`src/design/cur_pkg.sv`:
```
// Shared constants, codes and types of the chunked update receiver.
package cur_pkg;

    // Map geometry: one bit per chunk, packed into rows of the map RAM
    localparam int MAX_CHUNKS = 4096;
    localparam int MAP_W      = (MAX_CHUNKS >= 64) ? 32 : 4;
    localparam int MAP_ROWS   = (MAX_CHUNKS + MAP_W - 1) / MAP_W;
    localparam int MAP_BW     = $clog2(MAP_W);
    localparam int MAP_RW     = $clog2(MAP_ROWS);

    // Field widths
    localparam int OP_W   = 3;
    localparam int TAG_W  = 32;
    localparam int TOT_W  = 13;
    localparam int SEQ_W  = 16;
    localparam int BYTE_W = 8;
    localparam int CRC_W  = 16;
    localparam int ADDR_W = 16;
    localparam int CNT_W  = 32;
    localparam int LEN_W  = 16;
    localparam int KIND_W = 2;
    localparam int STAT_W = 2;
    localparam int PH_W   = 2;
    localparam int PADDR_W = 3;

    typedef logic [OP_W-1:0]   t_op;
    typedef logic [KIND_W-1:0] t_kind;
    typedef logic [STAT_W-1:0] t_stat;
    typedef logic [PH_W-1:0]   t_phase;

    // Opcodes
    localparam t_op OP_BEGIN = 3'd0;
    localparam t_op OP_CHUNK = 3'd1;
    localparam t_op OP_APPLY = 3'd2;
    localparam t_op OP_ABORT = 3'd3;
    localparam t_op OP_TICK  = 3'd4;

    // Result kinds
    localparam t_kind KIND_ACK    = 2'd0;
    localparam t_kind KIND_STATUS = 2'd1;
    localparam t_kind KIND_GO     = 2'd2;

    // Ack status codes
    localparam t_stat ST_OK       = 2'd0;
    localparam t_stat ST_CRC_ERR  = 2'd1;
    localparam t_stat ST_NO_SPACE = 2'd2;
    localparam t_stat ST_BAD_SEQ  = 2'd3;

    // Session phases
    localparam t_phase PH_IDLE  = 2'd0;
    localparam t_phase PH_RECV  = 2'd1;
    localparam t_phase PH_APPLY = 2'd2;

    // CRC-16 constants
    localparam logic [CRC_W-1:0] CRC_INIT = 16'hFFFF;
    localparam logic [CRC_W-1:0] CRC_POLY = 16'h1021;
    localparam logic [CRC_W-1:0] CRC_TOP  = 16'h8000;

    // Register file
    localparam logic [CNT_W-1:0] TIMEOUT_RST = 32'd60000;
    localparam logic REG_TIMEOUT = 1'b0;

endpackage

```
`src/design/cur_ram.sv`:
```
// Generic single-write, single-read RAM with registered read data.
module cur_ram #(
    parameter int WIDTH = 32,
    parameter int DEPTH = 128
) (
    input  logic                     i_clk,
    input  logic                     i_we,
    input  logic [$clog2(DEPTH)-1:0] i_waddr,
    input  logic [WIDTH-1:0]         i_wdata,
    input  logic [$clog2(DEPTH)-1:0] i_raddr,
    output logic [WIDTH-1:0]         o_rdata
);

    logic [WIDTH-1:0] r_mem [DEPTH];
    logic [WIDTH-1:0] r_rdata;

    always_ff @(posedge i_clk) begin
        if (i_we) begin
            r_mem[i_waddr] <= i_wdata;
        end
        r_rdata <= r_mem[i_raddr];
    end

    assign o_rdata = r_rdata;

endmodule

```
`src/design/cur_crc.sv`:
```
// Bit-serial CRC-16 engine: folds one byte into the CRC, one bit per cycle.
module cur_crc (
    input  logic                        i_clk,
    input  logic                        i_rst_n,
    input  logic                        i_start,
    input  logic [cur_pkg::CRC_W-1:0]   i_crc,
    input  logic [cur_pkg::BYTE_W-1:0]  i_byte,
    output logic                        o_done,
    output logic [cur_pkg::CRC_W-1:0]   o_crc
);
    import cur_pkg::*;

    localparam int BIT_CW = $clog2(BYTE_W);

    logic [CRC_W-1:0]  r_crc;
    logic [BYTE_W-1:0] r_sh;
    logic [BIT_CW-1:0] r_cnt;
    logic              r_busy;
    logic              r_done;
    logic              fb;

    // Feedback: CRC top bit against the next data bit, MSB first
    assign fb = ((r_crc & CRC_TOP) != '0) ^ r_sh[BYTE_W-1];

    always_ff @(posedge i_clk) begin
        if (!i_rst_n) begin
            r_busy <= 1'b0;
            r_done <= 1'b0;
            r_cnt  <= '0;
        end else begin
            r_done <= 1'b0;
            if (i_start) begin
                r_busy <= 1'b1;
                r_cnt  <= '0;
            end else if (r_busy) begin
                r_cnt <= r_cnt + 1'b1;
                if (r_cnt == BIT_CW'(BYTE_W - 1)) begin
                    r_busy <= 1'b0;
                    r_done <= 1'b1;
                end
            end
        end
    end

    always_ff @(posedge i_clk) begin
        if (i_start) begin
            r_crc <= i_crc;
            r_sh  <= i_byte;
        end else if (r_busy) begin
            r_crc <= {r_crc[CRC_W-2:0], 1'b0} ^ (fb ? CRC_POLY : '0);
            r_sh  <= {r_sh[BYTE_W-2:0], 1'b0};
        end
    end

    assign o_done = r_done;
    assign o_crc  = r_crc;

endmodule

```
`src/design/cur_apb.sv`:
```
// APB-style configuration port holding the idle timeout register.
module cur_apb (
    input  logic                         i_clk,
    input  logic                         i_rst_n,
    input  logic                         psel,
    input  logic                         penable,
    input  logic                         pwrite,
    input  logic [cur_pkg::PADDR_W-1:0]  paddr,
    input  logic [31:0]                  pwdata,
    output logic [31:0]                  prdata,
    output logic                         pready,
    output logic [cur_pkg::CNT_W-1:0]    o_timeout
);
    import cur_pkg::*;

    logic [CNT_W-1:0] r_timeout;
    logic             sel_timeout;

    // Register index is the word address
    assign sel_timeout = (paddr[2] == REG_TIMEOUT);

    always_ff @(posedge i_clk) begin
        if (!i_rst_n) begin
            r_timeout <= TIMEOUT_RST;
        end else if (psel && penable && pwrite && sel_timeout) begin
            r_timeout <= pwdata;
        end
    end

    assign prdata    = sel_timeout ? r_timeout : '0;
    assign pready    = 1'b1;
    assign o_timeout = r_timeout;

endmodule

```
`src/design/chunked_update_receiver.sv`:
```
// Top level of the chunked update receiver: session sequencer, map and result register.
//
// Input items (i_valid/o_ready) carry one command each: begin, chunk byte, apply,
// abort or a millisecond tick. At most one result item leaves on o_valid/i_ready.
// The block works on one item at a time; o_ready is high only when it is idle.
// A chunk byte is folded into the CRC-16 by a bit-serial engine, one bit per
// cycle. Each accepted item is registered and then executed; a chunk byte then
// waits for the CRC engine, and the last byte of a chunk is judged before its
// result is emitted. Apply emits its result after execution; abort, tick and
// ignored items return to idle. Begin clears the received-chunk map one RAM row
// per cycle, 128 rows of 32 bits, then emits its result. Chunk flags are read and
// rewritten through the single map RAM port pair during the judgement of the last byte.
// Results sit in an output register: a new item is accepted while a result
// waits, and a finished result holds in its state until the register is free.
// A stalled receiver therefore blocks at most the item after next.
// Reset (synchronous, active low) drops any session, sets the timeout register
// to 60000 ms and empties the output register; the map is cleared by each begin.
// The user must write the timeout register through the APB port only while idle; the block does not enforce it.
module chunked_update_receiver (
    input  logic                         i_clk,
    input  logic                         i_rst_n,
    // input items
    input  logic                         i_valid,
    output logic                         o_ready,
    input  logic [cur_pkg::OP_W-1:0]     i_opcode,
    input  logic [cur_pkg::TAG_W-1:0]    i_session_tag,
    input  logic [cur_pkg::TOT_W-1:0]    i_chunk_total,
    input  logic [cur_pkg::SEQ_W-1:0]    i_seq_index,
    input  logic [cur_pkg::BYTE_W-1:0]   i_data_byte,
    input  logic                         i_last_byte,
    input  logic [cur_pkg::CRC_W-1:0]    i_chunk_crc,
    input  logic                         i_store_ok,
    input  logic [cur_pkg::ADDR_W-1:0]   i_source_addr,
    // result items
    output logic                         o_valid,
    input  logic                         i_ready,
    output logic [cur_pkg::KIND_W-1:0]   o_result_kind,
    output logic [cur_pkg::ADDR_W-1:0]   o_dest_addr,
    output logic [cur_pkg::TAG_W-1:0]    o_session_out,
    output logic [cur_pkg::SEQ_W-1:0]    o_seq_out,
    output logic [cur_pkg::STAT_W-1:0]   o_ack_status,
    output logic [cur_pkg::TOT_W-1:0]    o_chunks_done,
    output logic [cur_pkg::TOT_W-1:0]    o_chunks_total_out,
    output logic [cur_pkg::CNT_W-1:0]    o_bytes_done,
    output logic [cur_pkg::PH_W-1:0]     o_phase_out,
    // configuration
    input  logic                         psel,
    input  logic                         penable,
    input  logic                         pwrite,
    input  logic [cur_pkg::PADDR_W-1:0]  paddr,
    input  logic [31:0]                  pwdata,
    output logic [31:0]                  prdata,
    output logic                         pready
);
    import cur_pkg::*;

    localparam logic [2:0] S_IDLE  = 3'd0;
    localparam logic [2:0] S_EXEC  = 3'd1;
    localparam logic [2:0] S_CLEAR = 3'd2;
    localparam logic [2:0] S_CRC   = 3'd3;
    localparam logic [2:0] S_JUDGE = 3'd4;
    localparam logic [2:0] S_EMIT  = 3'd5;

    // control state
    logic [2:0]        r_state, n_state;
    t_phase            r_phase, n_phase;
    logic [TAG_W-1:0]  r_session, n_session;
    logic [TOT_W-1:0]  r_total, n_total;
    logic [TOT_W-1:0]  r_rcv, n_rcv;
    logic [CNT_W-1:0]  r_bytes, n_bytes;
    logic [LEN_W-1:0]  r_len, n_len;
    logic [ADDR_W-1:0] r_host, n_host;
    logic [CRC_W-1:0]  r_crc, n_crc;
    logic [CNT_W-1:0]  r_idle, n_idle;
    logic [MAP_RW-1:0] r_row, n_row;

    // captured item
    t_op               r_op;
    logic [TAG_W-1:0]  r_tag;
    logic [TOT_W-1:0]  r_ctot;
    logic [SEQ_W-1:0]  r_seq;
    logic [BYTE_W-1:0] r_byte;
    logic              r_last;
    logic [CRC_W-1:0]  r_ecrc;
    logic              r_sok;
    logic [ADDR_W-1:0] r_src;

    // pending result
    t_kind             r_res_kind, n_res_kind;
    t_stat             r_res_stat, n_res_stat;
    logic [TAG_W-1:0]  r_res_sess, n_res_sess;
    logic              r_res_seq, n_res_seq;
    logic              r_res_tot, n_res_tot;

    // output register
    logic              r_o_valid, n_o_valid;
    t_kind             r_o_kind;
    logic [ADDR_W-1:0] r_o_dest;
    logic [TAG_W-1:0]  r_o_sess;
    logic [SEQ_W-1:0]  r_o_seq;
    t_stat             r_o_stat;
    logic [TOT_W-1:0]  r_o_done;
    logic [TOT_W-1:0]  r_o_tot;
    logic [CNT_W-1:0]  r_o_bytes;
    t_phase            r_o_phase;
    logic              out_load;

    logic              in_acc;
    logic              crc_start;
    logic              crc_done;
    logic [CRC_W-1:0]  crc_out;
    logic              ram_we;
    logic [MAP_RW-1:0] ram_waddr;
    logic [MAP_W-1:0]  ram_wdata;
    logic [MAP_W-1:0]  ram_rdata;
    logic [MAP_RW-1:0] seq_row;
    logic [MAP_BW-1:0] seq_bit;
    logic [CNT_W-1:0]  timeout;
    logic [CNT_W:0]    byte_sum;
    logic [CNT_W-1:0]  idle_inc;
    logic              drop;

    cur_apb u_apb (
        .i_clk     (i_clk),
        .i_rst_n   (i_rst_n),
        .psel      (psel),
        .penable   (penable),
        .pwrite    (pwrite),
        .paddr     (paddr),
        .pwdata    (pwdata),
        .prdata    (prdata),
        .pready    (pready),
        .o_timeout (timeout)
    );

    cur_crc u_crc (
        .i_clk   (i_clk),
        .i_rst_n (i_rst_n),
        .i_start (crc_start),
        .i_crc   (r_crc),
        .i_byte  (r_byte),
        .o_done  (crc_done),
        .o_crc   (crc_out)
    );

    cur_ram #(
        .WIDTH (MAP_W),
        .DEPTH (MAP_ROWS)
    ) u_map (
        .i_clk   (i_clk),
        .i_we    (ram_we),
        .i_waddr (ram_waddr),
        .i_wdata (ram_wdata),
        .i_raddr (seq_row),
        .o_rdata (ram_rdata)
    );

    assign o_ready = (r_state == S_IDLE);
    assign in_acc  = i_valid && o_ready;
    assign seq_row = r_seq[MAP_BW +: MAP_RW];
    assign seq_bit = r_seq[MAP_BW-1:0];
    assign byte_sum = {1'b0, r_bytes} + {{(CNT_W + 1 - LEN_W){1'b0}}, r_len};
    assign idle_inc = (r_idle == '1) ? r_idle : r_idle + 1'b1;

    always_ff @(posedge i_clk) begin
        if (in_acc) begin
            r_op   <= i_opcode;
            r_tag  <= i_session_tag;
            r_ctot <= i_chunk_total;
            r_seq  <= i_seq_index;
            r_byte <= i_data_byte;
            r_last <= i_last_byte;
            r_ecrc <= i_chunk_crc;
            r_sok  <= i_store_ok;
            r_src  <= i_source_addr;
        end
    end

    always_comb begin
        n_state    = r_state;
        n_phase    = r_phase;
        n_session  = r_session;
        n_total    = r_total;
        n_rcv      = r_rcv;
        n_bytes    = r_bytes;
        n_len      = r_len;
        n_host     = r_host;
        n_crc      = r_crc;
        n_idle     = r_idle;
        n_row      = r_row;
        n_res_kind = r_res_kind;
        n_res_stat = r_res_stat;
        n_res_sess = r_res_sess;
        n_res_seq  = r_res_seq;
        n_res_tot  = r_res_tot;
        crc_start  = 1'b0;
        ram_we     = 1'b0;
        ram_waddr  = seq_row;
        ram_wdata  = ram_rdata | (MAP_W'(1) << seq_bit);
        out_load   = 1'b0;
        drop       = 1'b0;

        case (r_state)
            S_IDLE: begin
                if (in_acc) begin
                    n_state = S_EXEC;
                end
            end
            S_EXEC: begin
                n_state = S_IDLE;
                case (r_op)
                    OP_BEGIN: begin
                        n_phase   = PH_RECV;
                        n_session = r_tag;
                        n_total   = ({19'b0, r_ctot} > 32'(MAX_CHUNKS)) ?
                                    TOT_W'(MAX_CHUNKS) : r_ctot;
                        n_host    = r_src;
                        n_rcv     = '0;
                        n_bytes   = '0;
                        n_len     = '0;
                        n_crc     = CRC_INIT;
                        n_idle    = '0;
                        n_row     = '0;
                        n_res_kind = KIND_ACK;
                        n_res_stat = ST_OK;
                        n_res_sess = r_tag;
                        n_res_seq  = 1'b0;
                        n_res_tot  = 1'b0;
                        n_state    = S_CLEAR;
                    end
                    OP_CHUNK: begin
                        if (r_phase == PH_RECV && r_tag == r_session) begin
                            n_idle    = '0;
                            crc_start = 1'b1;
                            n_state   = S_CRC;
                        end
                    end
                    OP_APPLY: begin
                        if (r_phase != PH_IDLE && r_tag == r_session) begin
                            n_res_sess = r_session;
                            n_res_stat = ST_OK;
                            n_res_seq  = 1'b0;
                            n_res_tot  = 1'b1;
                            if (r_rcv < r_total) begin
                                n_res_kind = KIND_STATUS;
                            end else begin
                                n_res_kind = KIND_GO;
                                n_phase    = PH_APPLY;
                            end
                            n_state = S_EMIT;
                        end
                    end
                    OP_ABORT: begin
                        drop = 1'b1;
                    end
                    OP_TICK: begin
                        if (r_phase != PH_IDLE) begin
                            n_idle = idle_inc;
                            if (idle_inc > timeout) begin
                                drop = 1'b1;
                            end
                        end
                    end
                    default: begin
                        n_state = S_IDLE;
                    end
                endcase
            end
            S_CLEAR: begin
                // zero one map row per cycle
                ram_we    = 1'b1;
                ram_waddr = r_row;
                ram_wdata = '0;
                n_row     = r_row + 1'b1;
                if (r_row == MAP_RW'(MAP_ROWS - 1)) begin
                    n_state = S_EMIT;
                end
            end
            S_CRC: begin
                if (crc_done) begin
                    n_len = (r_len == '1) ? r_len : r_len + 1'b1;
                    n_crc = crc_out;
                    n_state = r_last ? S_JUDGE : S_IDLE;
                end
            end
            S_JUDGE: begin
                // restart chunk accumulation, judge the finished chunk
                n_len      = '0;
                n_crc      = CRC_INIT;
                n_res_kind = KIND_ACK;
                n_res_sess = r_session;
                n_res_seq  = 1'b1;
                n_res_tot  = 1'b0;
                n_state    = S_EMIT;
                if (r_seq >= {{(SEQ_W - TOT_W){1'b0}}, r_total}) begin
                    n_res_stat = ST_BAD_SEQ;
                end else if (ram_rdata[seq_bit]) begin
                    n_res_stat = ST_OK;
                end else if (r_crc != r_ecrc) begin
                    n_res_stat = ST_CRC_ERR;
                end else if (!r_sok) begin
                    n_res_stat = ST_NO_SPACE;
                    drop       = 1'b1;
                end else begin
                    n_res_stat = ST_OK;
                    ram_we     = 1'b1;
                    n_rcv      = r_rcv + 1'b1;
                    n_bytes    = byte_sum[CNT_W] ? '1 : byte_sum[CNT_W-1:0];
                end
            end
            S_EMIT: begin
                if (!r_o_valid || i_ready) begin
                    out_load = 1'b1;
                    n_state  = S_IDLE;
                end
            end
            default: begin
                n_state = S_IDLE;
            end
        endcase

        if (drop) begin
            n_phase   = PH_IDLE;
            n_session = '0;
            n_total   = '0;
            n_rcv     = '0;
            n_bytes   = '0;
            n_len     = '0;
            n_host    = '0;
            n_crc     = CRC_INIT;
            n_idle    = '0;
        end
    end

    assign n_o_valid = out_load | (r_o_valid & ~i_ready);

    always_ff @(posedge i_clk) begin
        if (!i_rst_n) begin
            r_state   <= S_IDLE;
            r_phase   <= PH_IDLE;
            r_session <= '0;
            r_total   <= '0;
            r_rcv     <= '0;
            r_bytes   <= '0;
            r_len     <= '0;
            r_host    <= '0;
            r_crc     <= CRC_INIT;
            r_idle    <= '0;
            r_row     <= '0;
            r_o_valid <= 1'b0;
        end else begin
            r_state   <= n_state;
            r_phase   <= n_phase;
            r_session <= n_session;
            r_total   <= n_total;
            r_rcv     <= n_rcv;
            r_bytes   <= n_bytes;
            r_len     <= n_len;
            r_host    <= n_host;
            r_crc     <= n_crc;
            r_idle    <= n_idle;
            r_row     <= n_row;
            r_o_valid <= n_o_valid;
        end
    end

    always_ff @(posedge i_clk) begin
        r_res_kind <= n_res_kind;
        r_res_stat <= n_res_stat;
        r_res_sess <= n_res_sess;
        r_res_seq  <= n_res_seq;
        r_res_tot  <= n_res_tot;
        if (out_load) begin
            r_o_kind  <= r_res_kind;
            r_o_dest  <= r_src;
            r_o_sess  <= r_res_sess;
            r_o_seq   <= r_res_seq ? r_seq : '0;
            r_o_stat  <= r_res_stat;
            r_o_done  <= r_rcv;
            r_o_tot   <= r_res_tot ? r_total : '0;
            r_o_bytes <= r_bytes;
            r_o_phase <= r_phase;
        end
    end

    assign o_valid            = r_o_valid;
    assign o_result_kind      = r_o_kind;
    assign o_dest_addr        = r_o_dest;
    assign o_session_out      = r_o_sess;
    assign o_seq_out          = r_o_seq;
    assign o_ack_status       = r_o_stat;
    assign o_chunks_done      = r_o_done;
    assign o_chunks_total_out = r_o_tot;
    assign o_bytes_done       = r_o_bytes;
    assign o_phase_out        = r_o_phase;

endmodule

```
`config.mk`:
```
export PLATFORM = sky130hd
export DESIGN_NAME = chunked_update_receiver
export DESIGN_NICKNAME = d
export VERILOG_FILES = /design/src/design/cur_pkg.sv /design/src/design/cur_ram.sv /design/src/design/cur_crc.sv /design/src/design/cur_apb.sv /design/src/design/chunked_update_receiver.sv
export SDC_FILE = /design/constraint.sdc
export NUM_CORES = 2
export LEC_CHECK = 0
export BUFFER_PORTS_ARGS = -buffer_cell sky130_fd_sc_hd__buf_2
export CORE_MARGIN = 8
export CORE_UTILIZATION = 35
export DETAILED_ROUTE_END_ITERATION = 10
export SLEW_MARGIN = 20
export SYNTH_ARGS = -nofsm -noshare
export SYNTH_HDL_FRONTEND = slang
export SYNTH_SLANG_ARGS = --single-unit
```
`constraint.sdc`:
```
create_clock -name i_clk -period 23.6 [get_ports i_clk]
set_input_delay 4.72 -clock i_clk [delete_from_list [all_inputs] [get_ports i_clk]]
set_output_delay 4.72 -clock i_clk [all_outputs]
set_load 0.01 [all_outputs]
```
# Word level (Yosys, flattened, before mapping)
# Memories as Yosys holds them, arrays and structs flattened. A register that Yosys moved wholly into a read port is not among the register bits.
# Index checks and enable logic that the tools add are counted.
word_totals:
  regBits: 500
  ramBits: 4096
  in_bits: 148
  out_inout_bits: 163
  word_cells: 216
  n_memories: 1
op_classes:
  add_sub_neg: 6
  n_lt_le_gt_ge: 5
  eq_ne: 32
  shifts: 1
  muxes: 93
  bitwise: 9
  n_reduce_logical: 29
mem_list:
  columns: ["name", "depth", "width", "read_ports", "rd_ports_with_merged_regs", "wr", "line_no", "text"]
  rows:
  - ["u_map.r_mem", 128, 32, 1, 1, 1, "cur_ram.sv:14", "logic [WIDTH-1:0] r_mem [DEPTH];"]
op_table:
  columns: ["cell", "n"]
  rows:
  - ["32-bit 2-to-1 mux", 12]
  - ["32-bit one-hot mux with 2 select lines", 3]
  - ["16-bit 2-to-1 mux", 7]
  - ["16-bit one-hot mux with 3 select lines", 2]
  - ["32-bit one-hot mux with 3 select lines", 1]
  - ["13-bit 2-to-1 mux", 7]
  - ["32-bit by 16-bit adder with 33-bit output", 1]
  - ["32-bit by 1-bit adder with 32-bit output (second input constant)", 1]
  - ["32-bit equality test", 1]
  - ["32-bit equality test (second input constant)", 1]
  - ["32-bit > comparator", 1]
  - ["32-bit OR", 1]
  - ["1-bit by 5-bit << shifter with 32-bit output (first input constant)", 1]
  - ["13-bit one-hot mux with 2 select lines", 1]
  - ["1-bit 2-to-1 mux", 24]
  - ["2-bit != test (second input constant)", 11]
  - ["2-bit 2-to-1 mux", 10]
  - ["2-bit one-hot mux with 2 select lines", 5]
  - ["3-bit 2-to-1 mux", 6]
  - ["3-bit one-hot mux with 6 select lines", 1]
  - ["16-bit by 1-bit adder with 16-bit output (second input constant)", 1]
  - ["16-bit equality test (second input constant)", 1]
  - ["16-bit by 13-bit greater-or-equal comparator with 1-bit output", 1]
  - ["8-bit 2-to-1 mux", 2]
  - ["37 further kinds", 73]

# Longest topological paths before layout
depth:
  ltp_word: 8
  depth_mapped: 21
  ltp_nobuf: 17

# Hierarchy
# From an unflattened synthesis, not the netlist that was laid out.
unflattened:
  hier_cells: 8073
  area_unflattened_um2: 179156.8
modules_own_cells:
  columns: ["module", "instances", "cells_each", "area_each_um2", "seq_area_each_um2"]
  rows:
  - ["cur_ram", 1, 5990, 156276.1, 123638.6]
  - ["chunked_update_receiver", 1, 1830, 20028.0, 11511.0]
  - ["cur_apb", 1, 177, 1572.8, 640.6]
  - ["cur_crc", 1, 76, 1280.0, 820.8]

# Worst setup path after synthesis
# Ideal clock, no wire load.
synth_timing:
  kind: "input-to-reg"
  from: "input i_ready"
  to: "register r_o_stat[0] (netlist: o_ack_status[0]) (enable)"
  setup_time_ps: 616
  t_arrival_ps: 10120
  slack_ps: 12863
  cell_stages: 2
  n_path_buf: 0
  path_cell_list: "nor2b_1 > nor2_1"
synth_via:
  elab_chain_len: 3
synth_lines:
  columns: ["item", "line_no", "text"]
  rows:
  - ["from (decl)", "chunked_update_receiver.sv:36", "input logic i_ready,"]
  - ["1-bit logical OR", "chunked_update_receiver.sv:312", "if (!r_o_valid || i_ready) begin"]
  - ["1-bit 2-to-1 mux", "chunked_update_receiver.sv:312", null]
  - ["1-bit 2-to-1 mux", "chunked_update_receiver.sv:203", "case (r_state)"]
  - ["via out_load", "chunked_update_receiver.sv:106", "logic out_load;"]
  - ["to (signal assigned)", "chunked_update_receiver.sv:378", "r_o_stat <= r_res_stat;"]
  - ["to (decl)", "chunked_update_receiver.sv:101", "t_stat r_o_stat;"]
# The timed path passes the listed nets, and every way through them passes these cells.
# A chain may end at the register's enable or synchronous reset.

# Worst setup path in the final report
layout_timing:
  from: "input paddr[2] in the netlist's numbering"
  to: "output prdata[12]"
layout_via:
  elab_chain_len: 1
layout_lines:
  columns: ["item", "line_no", "text"]
  rows:
  - ["from (decl)", "chunked_update_receiver.sv:50", "input logic [cur_pkg::PADDR_W-1:0] paddr,"]
  - ["32-bit 2-to-1 mux", "cur_apb.sv:30", "assign prdata = sel_timeout ? r_timeout : '0;"]
  - ["to (decl)", "chunked_update_receiver.sv:52", "output logic [31:0] prdata,"]
# No other way between the ends.

==> summary.txt <==
Placement
  • Post-DP HPWL: 263 mm
  • IO Port Bufs: 307
  • Final Wtd Congestion: 0.880
  • Worst slack at placement: 13.40 ns

Critical path
  • Critical path class: in -> out
  • Critical Path Sink Type: output port
  • R2R depth: 9
  • CP arrival: between 5 and 6 ns
  • Crit path max fanout: 34
  • Crit path top cell by count: buf_2
  • Worst path slowest cell: buf_2
  • Start point of the critical path: paddr[2]
  • CP Cell Sequence: buf_2 > nor2_1 > buf_2
  • Critical path launch point type: input port
  • Top delay family on crit path: buffers and inverters
  • R2r setup slk: 17.00 ns
  • FF-to-FF Start: r_seq[5]$_DFFE_PP_
  • Worst Path Buf+Inv: 2
  • Stages on the worst setup path: 3
  • FF-to-FF End: u_map.o_rdata[19]$_DFF_P_
  • Crit-path max cell delay: around 0.45 ns
  • WP data required: 18.88 ns

Pwr
  • Total power: 18.0 mW
  • PwrDens: 87.7 nW/um2
  • Worst vdd ir: 70.2 uV
  • Static Leak: between 60 and 70 nW

Final layout
  • Area occupied by multi-input gates: 41600 um2
  • FF+latch area: roughly 140000 um2
  • Layout cells sized above 1: roughly 31%
  • Final-layout fill cell count: 44.1k
  • Nets: 8921
  • P&R area growth vs syn: 14.6%

Clock network
  • Post-cts resize count: 0
  • Setup Buffers After CTS: 0
  • Hold_buf cts: 0
  • Clock-pin transition on the worst setup and hold timing paths: 0.06 ns
  • Clock Latency Late Sink: a little over 1 ns
  • CTS tree: yes
  • Clock buffer depth: 4
  • CTS root buffer: clkbuf_16
  • Sink Count: roughly 4.6k
  • CTS Buf Count: roughly 450
  • H-tree depth: 5

Synthesis
  • Synthesis-stage register bit count: 4628
  • Synthesized area: around 180000 um2
  • Share of the synthesized area in the top cell type: 73.8%
  • Syn avg cell area: ~22 um2
  • Top cells by area, synth: edfxtp_1 (74%), mux4_2 (17%), dfxtp_1 (2.6%)
  • Cell variety after synth: 69
  • Mapped Nets: roughly 8.3k
  • Leading area contributor after synthesis: edfxtp_1
  • Sequential share of the synthesized area: approximately three quarters
  • Synth Instances: 8084
  • Top_reg_cell synth: edfxtp_1
  • Ys Warns: 0
  • Most frequent cells after synthesis: edfxtp_1 (4392), mux4_2 (1348), nor2_1 (332)
  • Post-synth EDFFs: 4392
  • Top-count cell post-synth: edfxtp_1
  • Fraction of registers with async set/reset: 0%

Die
  • Row cnt: 262
  • Core area: ~510000 um2
  • # IOs: 311
  • Starting Density: around a third
  • Die width: 731 um
  • Die Area: 534000 um2
  • Die height: ~730 um

Drt
  • Detail Route Antenna Nets: 0
  • Drt total wl: 471 mm
  • Vias: 86.8k
  • First-pass DRT Iterations: 6
  • Vias/cell: 5.49
  • Iter 0 DRT Violations: 9863
  • Remaining DRCs: 0
  • WL per Instance: roughly 30 um

GRT
  • Vias in the first global route: 88.0k
  • GRT Util Overall: 17.0%
  • First-pass GRT wire length: ~660 mm
  • Largest net degree at the start of global routing: around 120
  • Initial antenna violation count: 32
  • Total grt overflow: 0

Timing
  • Hold Violations, Final: 0
  • RSZ-0062 raised after global routing: no
  • Fmax: approximately 0.098 GHz
  • Period utilization: 43.2%
  • Relative slew slack: 28.5%
  • Final Skew: 0.0974 ns
  • Setup violators final: 0
  • Slew @ Worst Pin: 1.07 ns
  • TNS Setup: 0 ns
  • Max-slew violation count: 0
  • Minimum clock period: 10.19 ns
  • Fin worst setup slack: 13.41 ns

Outcome
  • Status: finished clean

Hold path
  • Hold_sp: r_res_sess[22]$_DFFE_PP_
  • Worst hold path depth: 0
  • WHS Endpoint: o_session_out[22]$_DFFE_PP_
  • Hold WC Path Type: reg -> reg

Job
  • Maxcap violations: 0
[layout make-up]
type                            count  share of cell area, %
Inverter                           62                  0.114
Tap cell                         6732                   4.11
Clock inverter                    249                   1.13
Sequential cell                  4628                   66.7
Timing Repair Buffer              586                   1.86
Multi-Input combinational cell   2970                   20.3
Antenna cell                       26                 0.0318
Clock buffer                      564                   5.75
[cells in the final DEF, fill, tap and decap left out, drive strengths merged, types with 86 or more instances in the layout]
| cell type | count |
|---|---|
| a21oi | 154 |
| buf | 586 |
| clkbuf | 564 |
| nor2 | 332 |
| clkinv | 176 |
| mux4 | 1348 |
| dfxtp | 236 |
| edfxtp | 4392 |
| nand2 | 250 |
| mux2 | 86 |
[where the power goes]
part,leakage [nW],switching [mW],internal (mW)
combinational,14.9,1.09,0.424
sequential,41.5,0.0301,9.47
clock,6.82,3.04,3.90
[state kept, by name, summed over array words and instances (netlist names), 16 cells and up]
name,flops
r_seq,16
r_ecrc,16
r_idle,32
r_crc,16
r_src,16
u_crc.o_crc,16
r_session,32
o_dest_addr,16
o_session_out,32
r_res_sess,32
r_bytes,32
o_bytes_done,32
u_apb.o_timeout,32
o_seq_out,16
r_tag,32
r_len,16
u_map.r_mem,4096
u_map.o_rdata,32
[worst register-to-register path: stages, from the launching register on]
cell and delay, ns:
edfxtp_1 0.49, buf_4 0.71, buf_4 0.81, buf_4 0.70, buf_4 0.76, buf_4 0.78, mux4_2 0.69, mux4_2 0.69
mux4_2 0.60, mux2_2 0.28
[cell families after synthesis]
| family | count (synthesis) | share of synthesized area, % |
|---|---|---|
| AO/OA/AOI/OAI | 397 | 1.39 |
| XOR/XNOR | 116 | 0.568 |
| adder cells (fa/ha/maj) | 80 | 0.564 |
| buffers and inverters | 486 | 1.04 |
| flip-flops | 4628 | 76.4 |
| multiplexers | 1447 | 17.6 |
| other | 1 | 0.00210 |
| AND/OR/NAND/NOR | 929 | 2.40 |
[stage by stage]
stage | instance area [um2] | hold WS, ns | utilization, % | cells
global route | 205000 | 0.416 | 40.2 | 15794
global placement | 190000 | 0.405 | 37.4 | 14972
finish | 205000 | 0.420 | 40.3 | 15817
CTS | 205000 | 0.418 | 40.2 | 15787
detailed placement | 191000 | 0.405 | 37.4 | 14974
floorplan | 179000 | 0.400 | - | 8084
[routing by layer]
layer | up-vias | track usage, % | wire length, um
met5 | - | 0 | 149
met4 | 22 | 5.15 | 15700
met3 | 702 | 3.53 | 42300
met2 | 3938 | 28.4 | 229000
met1 | 46935 | 22.6 | 184000
li1 | 35222 | - | -
[worst max path at each step]
stage	slack, ns	to
after global placement	13.49	prdata[19]
after floorplan	12.86	o_ack_status[0]$_DFFE_PP_
final	13.41	prdata[12]
after global routing	13.33	prdata[12]
after detailed placement	13.40	prdata[20]
after CTS	13.40	prdata[20]
Power figures use the tool's default switching activity.
